===== src/rtl/pfc_pkg.sv =====
// Shared types, codes and helpers for the primary/standby failover controller.
package pfc_pkg;

   localparam int unsigned LOG_DEPTH  = 256;
   localparam int unsigned LOG_FILL_W = $clog2(LOG_DEPTH + 1);

   typedef enum logic [2:0] {
      OP_SET_ROLE   = 3'd0,
      OP_START_SYNC = 3'd1,
      OP_FAILOVER   = 3'd2,
      OP_MANUAL_SW  = 3'd3,
      OP_UPD_HEALTH = 3'd4,
      OP_STATUS     = 3'd5
   } op_type;

   localparam logic [2:0] ROLE_OFFLINE  = 3'd0;
   localparam logic [2:0] ROLE_PRIMARY  = 3'd1;
   localparam logic [2:0] ROLE_STANDBY  = 3'd2;
   localparam logic [2:0] ROLE_SYNCING  = 3'd3;
   localparam logic [2:0] ROLE_MAINT    = 3'd4;
   localparam logic [2:0] ROLE_ISOLATED = 3'd5;

   localparam logic [2:0] SYNC_IDLE     = 3'd0;
   localparam logic [2:0] SYNC_COPYING  = 3'd1;
   localparam logic [2:0] SYNC_TRACKING = 3'd3;
   localparam logic [2:0] SYNC_SYNCED   = 3'd4;
   localparam logic [2:0] SYNC_MISMATCH = 3'd5;

   localparam logic [1:0] KIND_MANUAL = 2'd0;

   // health flag bit positions
   localparam int unsigned H_HW  = 0;
   localparam int unsigned H_SW  = 1;
   localparam int unsigned H_MEM = 2;
   localparam int unsigned H_DB  = 3;

   localparam logic [10:0] MS_BUMPLESS = 11'd150;
   localparam logic [10:0] MS_TRACKING = 11'd500;
   localparam logic [10:0] MS_COLD     = 11'd2000;

   localparam logic [15:0] TOTAL_MAX = 16'hFFFF;

   typedef struct packed {
      logic [2:0] operation;
      logic       member_slot;
      logic [2:0] target_role;
      logic [1:0] failover_kind;
      logic       hardware_ok;
      logic       software_ok;
      logic       memory_ok;
      logic       database_ok;
      logic       force_mismatch;
   } req_type;

   typedef struct packed {
      logic        accepted;
      logic [2:0]  primary_role_out;
      logic [2:0]  standby_role_out;
      logic [2:0]  primary_sync_out;
      logic [2:0]  standby_sync_out;
      logic        pair_ok;
      logic        bumpless_ok;
      logic [10:0] switchover_ms;
      logic [15:0] failover_total_out;
      logic [8:0]  log_fill_out;
      logic [1:0]  latest_kind;
      logic        latest_success;
   } rsp_type;

   function automatic logic sync_ok(input logic [2:0] s);
      return (s == SYNC_SYNCED) || (s == SYNC_TRACKING);
   endfunction

   function automatic logic sync_health(input logic [2:0] s0, input logic [2:0] s1,
                                        input logic [3:0] h0, input logic [3:0] h1);
      return sync_ok(s0) && sync_ok(s1) && h0[H_MEM] && h1[H_MEM] && h0[H_DB] && h1[H_DB];
   endfunction

endpackage


===== src/rtl/pfc_engine.sv =====
// Pair state registers and the single-pass update for one transaction.
module pfc_engine import pfc_pkg::*; (
   input  logic    clock,
   input  logic    reset,
   input  logic    take,
   input  req_type req,
   output rsp_type result
);

   logic [2:0]            role_ff [2];
   logic [2:0]            role_in [2];
   logic [2:0]            sync_ff [2];
   logic [2:0]            sync_in [2];
   logic [3:0]            health_ff [2];
   logic [3:0]            health_in [2];
   logic [15:0]           total_ff, total_in;
   logic [LOG_FILL_W-1:0] fill_ff, fill_in;
   logic [2:0]            latest_ff, latest_in;

   logic       acc;
   logic       fo_req;
   logic [1:0] fo_kind;
   logic       sh_cur;
   logic       pair_cur;
   logic       role_ok;
   logic [2:0] role_now;
   logic       bump;

   always_comb begin
      role_in   = role_ff;
      sync_in   = sync_ff;
      health_in = health_ff;
      total_in  = total_ff;
      fill_in   = fill_ff;
      latest_in = latest_ff;
      acc       = 1'b0;
      fo_req    = 1'b0;
      fo_kind   = req.failover_kind;
      sh_cur    = sync_health(sync_ff[0], sync_ff[1], health_ff[0], health_ff[1]);
      pair_cur  = sh_cur && health_ff[0][H_HW] && health_ff[1][H_HW]
                  && health_ff[0][H_SW] && health_ff[1][H_SW];
      role_now  = role_ff[req.member_slot];
      role_ok   = (req.target_role <= ROLE_ISOLATED)
                  && !(role_now == ROLE_OFFLINE && req.target_role == ROLE_PRIMARY)
                  && !(role_now == ROLE_ISOLATED && req.target_role != ROLE_OFFLINE
                       && req.target_role != ROLE_MAINT);

      unique case (req.operation)
         OP_SET_ROLE: begin
            if (role_ok) begin
               acc = 1'b1;
               role_in[req.member_slot] = req.target_role;
               priority if (req.target_role == ROLE_PRIMARY) begin
                  sync_in[req.member_slot] = SYNC_SYNCED;
               end else if (req.target_role == ROLE_STANDBY) begin
                  sync_in[req.member_slot] = SYNC_TRACKING;
               end else if (req.target_role == ROLE_SYNCING) begin
                  sync_in[req.member_slot] = SYNC_COPYING;
               end else begin
                  sync_in[req.member_slot] = SYNC_IDLE;
               end
            end
         end
         OP_START_SYNC: begin
            if (role_ff[0] != ROLE_OFFLINE && role_ff[1] != ROLE_OFFLINE) begin
               acc        = 1'b1;
               role_in[1] = ROLE_SYNCING;
               sync_in[1] = SYNC_COPYING;
            end
         end
         OP_FAILOVER: begin
            fo_req = 1'b1;
         end
         OP_MANUAL_SW: begin
            fo_req  = pair_cur;
            fo_kind = KIND_MANUAL;
         end
         OP_UPD_HEALTH: begin
            acc = 1'b1;
            health_in[req.member_slot] = {req.database_ok, req.memory_ok,
                                          req.software_ok, req.hardware_ok};
            if (req.force_mismatch) begin
               sync_in[req.member_slot] = SYNC_MISMATCH;
            end
         end
         OP_STATUS: begin
            acc = 1'b1;
         end
         default: begin
            acc = 1'b0;
         end
      endcase

      // swap slots and log the event when the standby can take over
      if (fo_req && role_ff[1] == ROLE_STANDBY && sync_ff[1] != SYNC_MISMATCH) begin
         acc          = 1'b1;
         latest_in    = {sh_cur, fo_kind};
         if (fill_ff < LOG_FILL_W'(LOG_DEPTH)) begin
            fill_in = fill_ff + LOG_FILL_W'(1);
         end
         sync_in[0]   = sync_ff[1];
         sync_in[1]   = sync_ff[0];
         health_in[0] = health_ff[1];
         health_in[1] = health_ff[0];
         role_in[0]   = ROLE_PRIMARY;
         role_in[1]   = ROLE_STANDBY;
         if (total_ff != TOTAL_MAX) begin
            total_in = total_ff + 16'd1;
         end
      end
   end

   always_ff @(posedge clock) begin
      if (reset) begin
         role_ff[0]   <= ROLE_OFFLINE;
         role_ff[1]   <= ROLE_OFFLINE;
         sync_ff[0]   <= SYNC_IDLE;
         sync_ff[1]   <= SYNC_IDLE;
         health_ff[0] <= '0;
         health_ff[1] <= '0;
         total_ff     <= '0;
         fill_ff      <= '0;
         latest_ff    <= '0;
      end else if (take) begin
         role_ff   <= role_in;
         sync_ff   <= sync_in;
         health_ff <= health_in;
         total_ff  <= total_in;
         fill_ff   <= fill_in;
         latest_ff <= latest_in;
      end
   end

   // report the state after the step
   always_comb begin
      bump = (sync_in[1] == SYNC_SYNCED) && health_in[0][H_HW] && health_in[1][H_HW]
             && health_in[0][H_DB] && health_in[1][H_DB];
      result.accepted         = acc;
      result.primary_role_out = role_in[0];
      result.standby_role_out = role_in[1];
      result.primary_sync_out = sync_in[0];
      result.standby_sync_out = sync_in[1];
      result.pair_ok          = sync_health(sync_in[0], sync_in[1], health_in[0], health_in[1])
                                && health_in[0][H_HW] && health_in[1][H_HW]
                                && health_in[0][H_SW] && health_in[1][H_SW];
      result.bumpless_ok      = bump;
      priority if (bump) begin
         result.switchover_ms = MS_BUMPLESS;
      end else if (sync_in[1] == SYNC_TRACKING) begin
         result.switchover_ms = MS_TRACKING;
      end else begin
         result.switchover_ms = MS_COLD;
      end
      result.failover_total_out = total_in;
      result.log_fill_out       = 9'(fill_in);
      result.latest_kind        = latest_in[1:0];
      result.latest_success     = latest_in[2];
   end

   a_total_monotonic: assert property (@(posedge clock) disable iff (reset)
      total_ff >= $past(total_ff))
      else $error("failover total decreased");

   a_fill_bounded: assert property (@(posedge clock) disable iff (reset)
      fill_ff <= LOG_FILL_W'(LOG_DEPTH))
      else $error("log fill beyond depth");

   a_empty_log_clear: assert property (@(posedge clock) disable iff (reset)
      fill_ff == '0 |-> latest_ff == '0 && total_ff == '0)
      else $error("log entry without a failover");

   a_failover_roles: assert property (@(posedge clock) disable iff (reset)
      take && total_in != total_ff |=> role_ff[0] == ROLE_PRIMARY
                                       && role_ff[1] == ROLE_STANDBY)
      else $error("roles not set after failover");

endmodule


===== src/rtl/redundant_pair_failover_controller_top.sv =====
// Latency: a result appears in the cycle after its request transaction is accepted.
// Throughput: one transaction per cycle while each result is taken; the state update and all
// status checks are one combinational pass from the request port into the result register.
// The result register frees itself when taken, so a new request enters while it drains.
// Reset: synchronous, active high; both slots offline and idle, health, counter and log clear.
// Top level of the primary/standby failover controller.
module redundant_pair_failover_controller_top import pfc_pkg::*; (
   input  logic    clock,
   input  logic    reset,
   input  logic    req_valid,
   output logic    req_ready,
   input  req_type req_payload,
   output logic    rsp_valid,
   input  logic    rsp_ready,
   output rsp_type rsp_payload
);

   logic    take;
   rsp_type result;
   logic    rsp_valid_ff, rsp_valid_in;
   rsp_type rsp_ff;

   assign req_ready = !rsp_valid_ff || rsp_ready;
   assign take      = req_valid && req_ready;

   pfc_engine u_engine (
      .clock  (clock),
      .reset  (reset),
      .take   (take),
      .req    (req_payload),
      .result (result)
   );

   always_comb begin
      rsp_valid_in = rsp_valid_ff;
      if (take) begin
         rsp_valid_in = 1'b1;
      end else if (rsp_ready) begin
         rsp_valid_in = 1'b0;
      end
   end

   always_ff @(posedge clock) begin
      if (reset) begin
         rsp_valid_ff <= 1'b0;
      end else begin
         rsp_valid_ff <= rsp_valid_in;
      end
   end

   always_ff @(posedge clock) begin
      if (take) begin
         rsp_ff <= result;
      end
   end

   assign rsp_valid   = rsp_valid_ff;
   assign rsp_payload = rsp_ff;

   a_take_gives_result: assert property (@(posedge clock) disable iff (reset)
      take |=> rsp_valid)
      else $error("accepted transaction produced no result");

   a_drain_empties: assert property (@(posedge clock) disable iff (reset)
      rsp_valid && rsp_ready && !take |=> !rsp_valid)
      else $error("result repeated after it was taken");

   a_no_overwrite: assert property (@(posedge clock) disable iff (reset)
      rsp_valid && !rsp_ready |-> !take)
      else $error("request taken over a waiting result");

endmodule

===== config.mk =====
export PLATFORM = sky130hd
export DESIGN_NAME = redundant_pair_failover_controller_top
export DESIGN_NICKNAME = d
export VERILOG_FILES = /design/src/rtl/pfc_pkg.sv /design/src/rtl/pfc_engine.sv /design/src/rtl/redundant_pair_failover_controller_top.sv
export SDC_FILE = /design/constraint.sdc
export NUM_CORES = 1
export LEC_CHECK = 0
export BUFFER_PORTS_ARGS = -buffer_cell sky130_fd_sc_hd__buf_2
export CELL_PAD_IN_SITES_DETAIL_PLACEMENT = 0
export CELL_PAD_IN_SITES_GLOBAL_PLACEMENT = 2
export CORE_ASPECT_RATIO = 0.6
export CORE_MARGIN = 2
export CORE_UTILIZATION = 30
export DETAILED_ROUTE_END_ITERATION = 8
export PLACE_DENSITY_LB_ADDON = 0.15
export SETUP_SLACK_MARGIN = 0.3
export SLEW_MARGIN = 25
export SYNTH_ARGS = -nofsm -noshare
export SYNTH_HDL_FRONTEND = slang
export SYNTH_SLANG_ARGS = --single-unit

===== constraint.sdc =====
create_clock -name clock -period 2.8 [get_ports clock]
set_input_delay 0.28 -clock clock [delete_from_list [all_inputs] [get_ports clock]]
set_output_delay 0.28 -clock clock [all_outputs]
set_load 0.03 [all_outputs]

==> results.toml <==
[power_and_ir_drop]
switching_share_pct = 26.7
p_comb_share_pct = 11.5
ir_drop_mv = 0.278
p_seq_share_pct = 48.5
clkPwrFrac_pct = 40.0
p_switching_uw = 857
p_leak_uw = 0.00243
p_int_uw = 2360
p_total_uw = 3210
power_density_nw_per_um2 = 516

[setup_path]
required_ns = 2.90
cp.arrival_ns = 2.60
crit_path_end_kind = "register"
crit_path_max_fanout = 7
crit_type = "register to register"
rrSetupSlack_ns = 0.30
start_kind = "register"

[final_layout]
regArea_um2 = 2450
n_antenna_cell = 0
n_fill_cell = 1645
nNetsFinal = 631
syn2layout_area_growth_pct = 24.5
final_util_pct = 38.3
multiInputGateArea_um2 = 2470
drive_gt1_share_pct = 26.3

[clocking]
h-tree-depth = 3
hold_buffers = 0
cts_tree = "built"
cts-buffers-inserted = 9
ctsRootBufferMaster = "clkbuf_16"
cts_sinks = 97
clockBufferDepth = 2
insertion_delay_ns = 0.35
clkTransAtPathRegs_ns = 0.08

[floorplanning]
io_pins = 74
die_y_um = 104
die_w_um = 171
initial_core_util_pct = 30.7
die_area_um2 = 17700
core_um2 = 16300
placementRows = 36

[yosys]
synth_top_area_share_pct = 28.8
synth.most_common_cell = "nor2_1"
synth-seq-cells = 97
syn_area_per_cell_um2 = 9.61
yosys_warnings = 0
synthArstFlopShare_pct = 0
synth_ff_type = "dfxtp_1"
netlist_instances = 520
synth_edf_count = 48
synth_common_cells = "62 x nor2_1, 60 x nand2_1, 49 x dfxtp_1"
ys_seq_area_share_pct = 48.5
synthTopCellsByArea = "edfxtp_1 29%, dfxtp_1 20%, nor2_1 4.7%"
synth_area_leader_cell = "edfxtp_1"
synth_area_um2 = 5000
yosysUniqueCellTypes = 75

[timing]
relSlewSlack_pct = 58.2
hold_violations = 0
tightest_slew_ns = 0.627
finalSetupViolCount = 0
tns_ns = 0
drv_slew = 0
rsz0062_at_grt = "true"
fin_crit_ns = 2.50
min_period_over_period_pct = 89.2
skew_ns = 0.00839
fmax_mhz = 400

[routing]
ant_nets = 0
drt-total-wl_um = 14200
vias = 4171
firstDrtPassIters = 4
wire_per_inst_um = 16.8
drcViolationCount = 0
via_per_inst = 4.94
drt_iter0_markers = 269

[placed_design]
dpl.hpwl_um = 10200
place.gp.congestion = 0.872
port_buffers = 69

[global_route]
antenna_found_initial = 0
grt.total_usage_pct = 16.5
grt_pass1_vias = 3888
grt_pass1_wl_um = 22800
grt_max_degree = 60
grt_overflow = 0

[status]
outcome = "finished clean"

[job]
max-cap-violations = 0

[worst_hold_path]
hold_class = "input pin to register"
-- sequential cells by signal (all words and copies together) (netlist names) --
name / flops
rsp_valid: 1
u_engine.role_ff: 6
u_engine.total_ff: 16
u_engine.health_ff: 8
u_engine.sync_ff: 6
u_engine.fill_ff: 9
u_engine.latest_ff: 3
rsp_payload: 48
-- power groups by stage --
stage / sequential (uW) / clock [uW] / combinational, uW
after floorplan: 1670 / 0 / 166
after global placement: 1590 / 0 / 365
after detailed placement: 1590 / 0 / 363
after CTS: 1560 / 1320 / 366
after global routing: 1560 / 1380 / 400
final: 1560 / 1290 / 368
-- placed cells by master, fill, tap and decap left out, types with 12 or more instances in the layout --
cell      synthesis  routed
nor3_1           19      17
edfxtp_1         48      48
nor2_1           62      62
nand2_1          60      59
xor2_1           21      21
nand3_1          26      25
dfxtp_1          49      39
xnor2_1          15      15
mux2i_1          12      12
a21oi_1          24      23
buf_2             2      69
buf_4             6      39
-- layout make-up --
cell class / count / share of cell area (%)
tap: 228 / 4.58
sequential: 97 / 39.4
clock inverter: 4 / 0.503
multi-input combinational: 385 / 39.7
timing repair buffer: 110 / 10.9
clock buffer: 12 / 4.46
inverter: 8 / 0.482
-- worst max-delay path: stages, from the launching register on --
cell and delay [ns]:
dfxtp_4 0.40, nand4b_1 0.21, a21oi_4 0.12, buf_4 0.15
o311a_1 0.31, or3_1 0.39, a32o_1 0.27, and3_1 0.20
o221a_1 0.21
-- metal layers --
| layer | track usage (%) | share of wire, % |
|---|---|---|
| met1 | 26.9 | 56 |
| met2 | 21.3 | 37 |
| met3 | 4.07 | 6.4 |
| met4 | 3.11 | 0.78 |
| met5 | 0 | 0 |
-- cells by family after synthesis --
logic type               synth area share [%]
XOR/XNOR                                 6.31
adder cells (fa/ha/maj)                 0.501
AO/OA/AOI/OAI                            12.8
AND/OR/NAND/NOR                          24.4
buffers and inverters                    3.80
other                                   0.150
multiplexers                             3.58
flip-flops                               48.5
-- through the flow --
step           area, um2  worst slack (ns)  cells  hold slack (ns)
6_report            6220             0.303    844            0.170
3_3_place_gp        5790             0.219    824            0.443
4_1_cts             6130             0.303    840            0.159
3_5_place_dp        5790             0.112    824            0.457
2_1_floorplan       5020             0.340    522            0.409
5_1_grt             6220             0.213    844            0.173
-- timing repair --
item                       CTS  global route
setup buffers                0             4
gates resized for setup     12            19
gates cloned                 0             0
pin swaps                    1             6
hold endpoints to repair     0             0
setup endpoints to repair   12            19
-- worst paths after layout --
| path | start | endpoint | cells after the start |
|---|---|---|---|
| setup / recovery | u_engine.role_ff[1] | rsp_payload[40] | 8 |
| setup reg to reg | u_engine.role_ff[1] | rsp_payload[40] | 8 |
| hold reg to reg | u_engine.latest_ff[2] | u_engine.latest_ff[2] | 2 |
| hold / removal | req_valid | rsp_valid | 3 |
No activity file was read; power rests on OpenSTA's default activity.
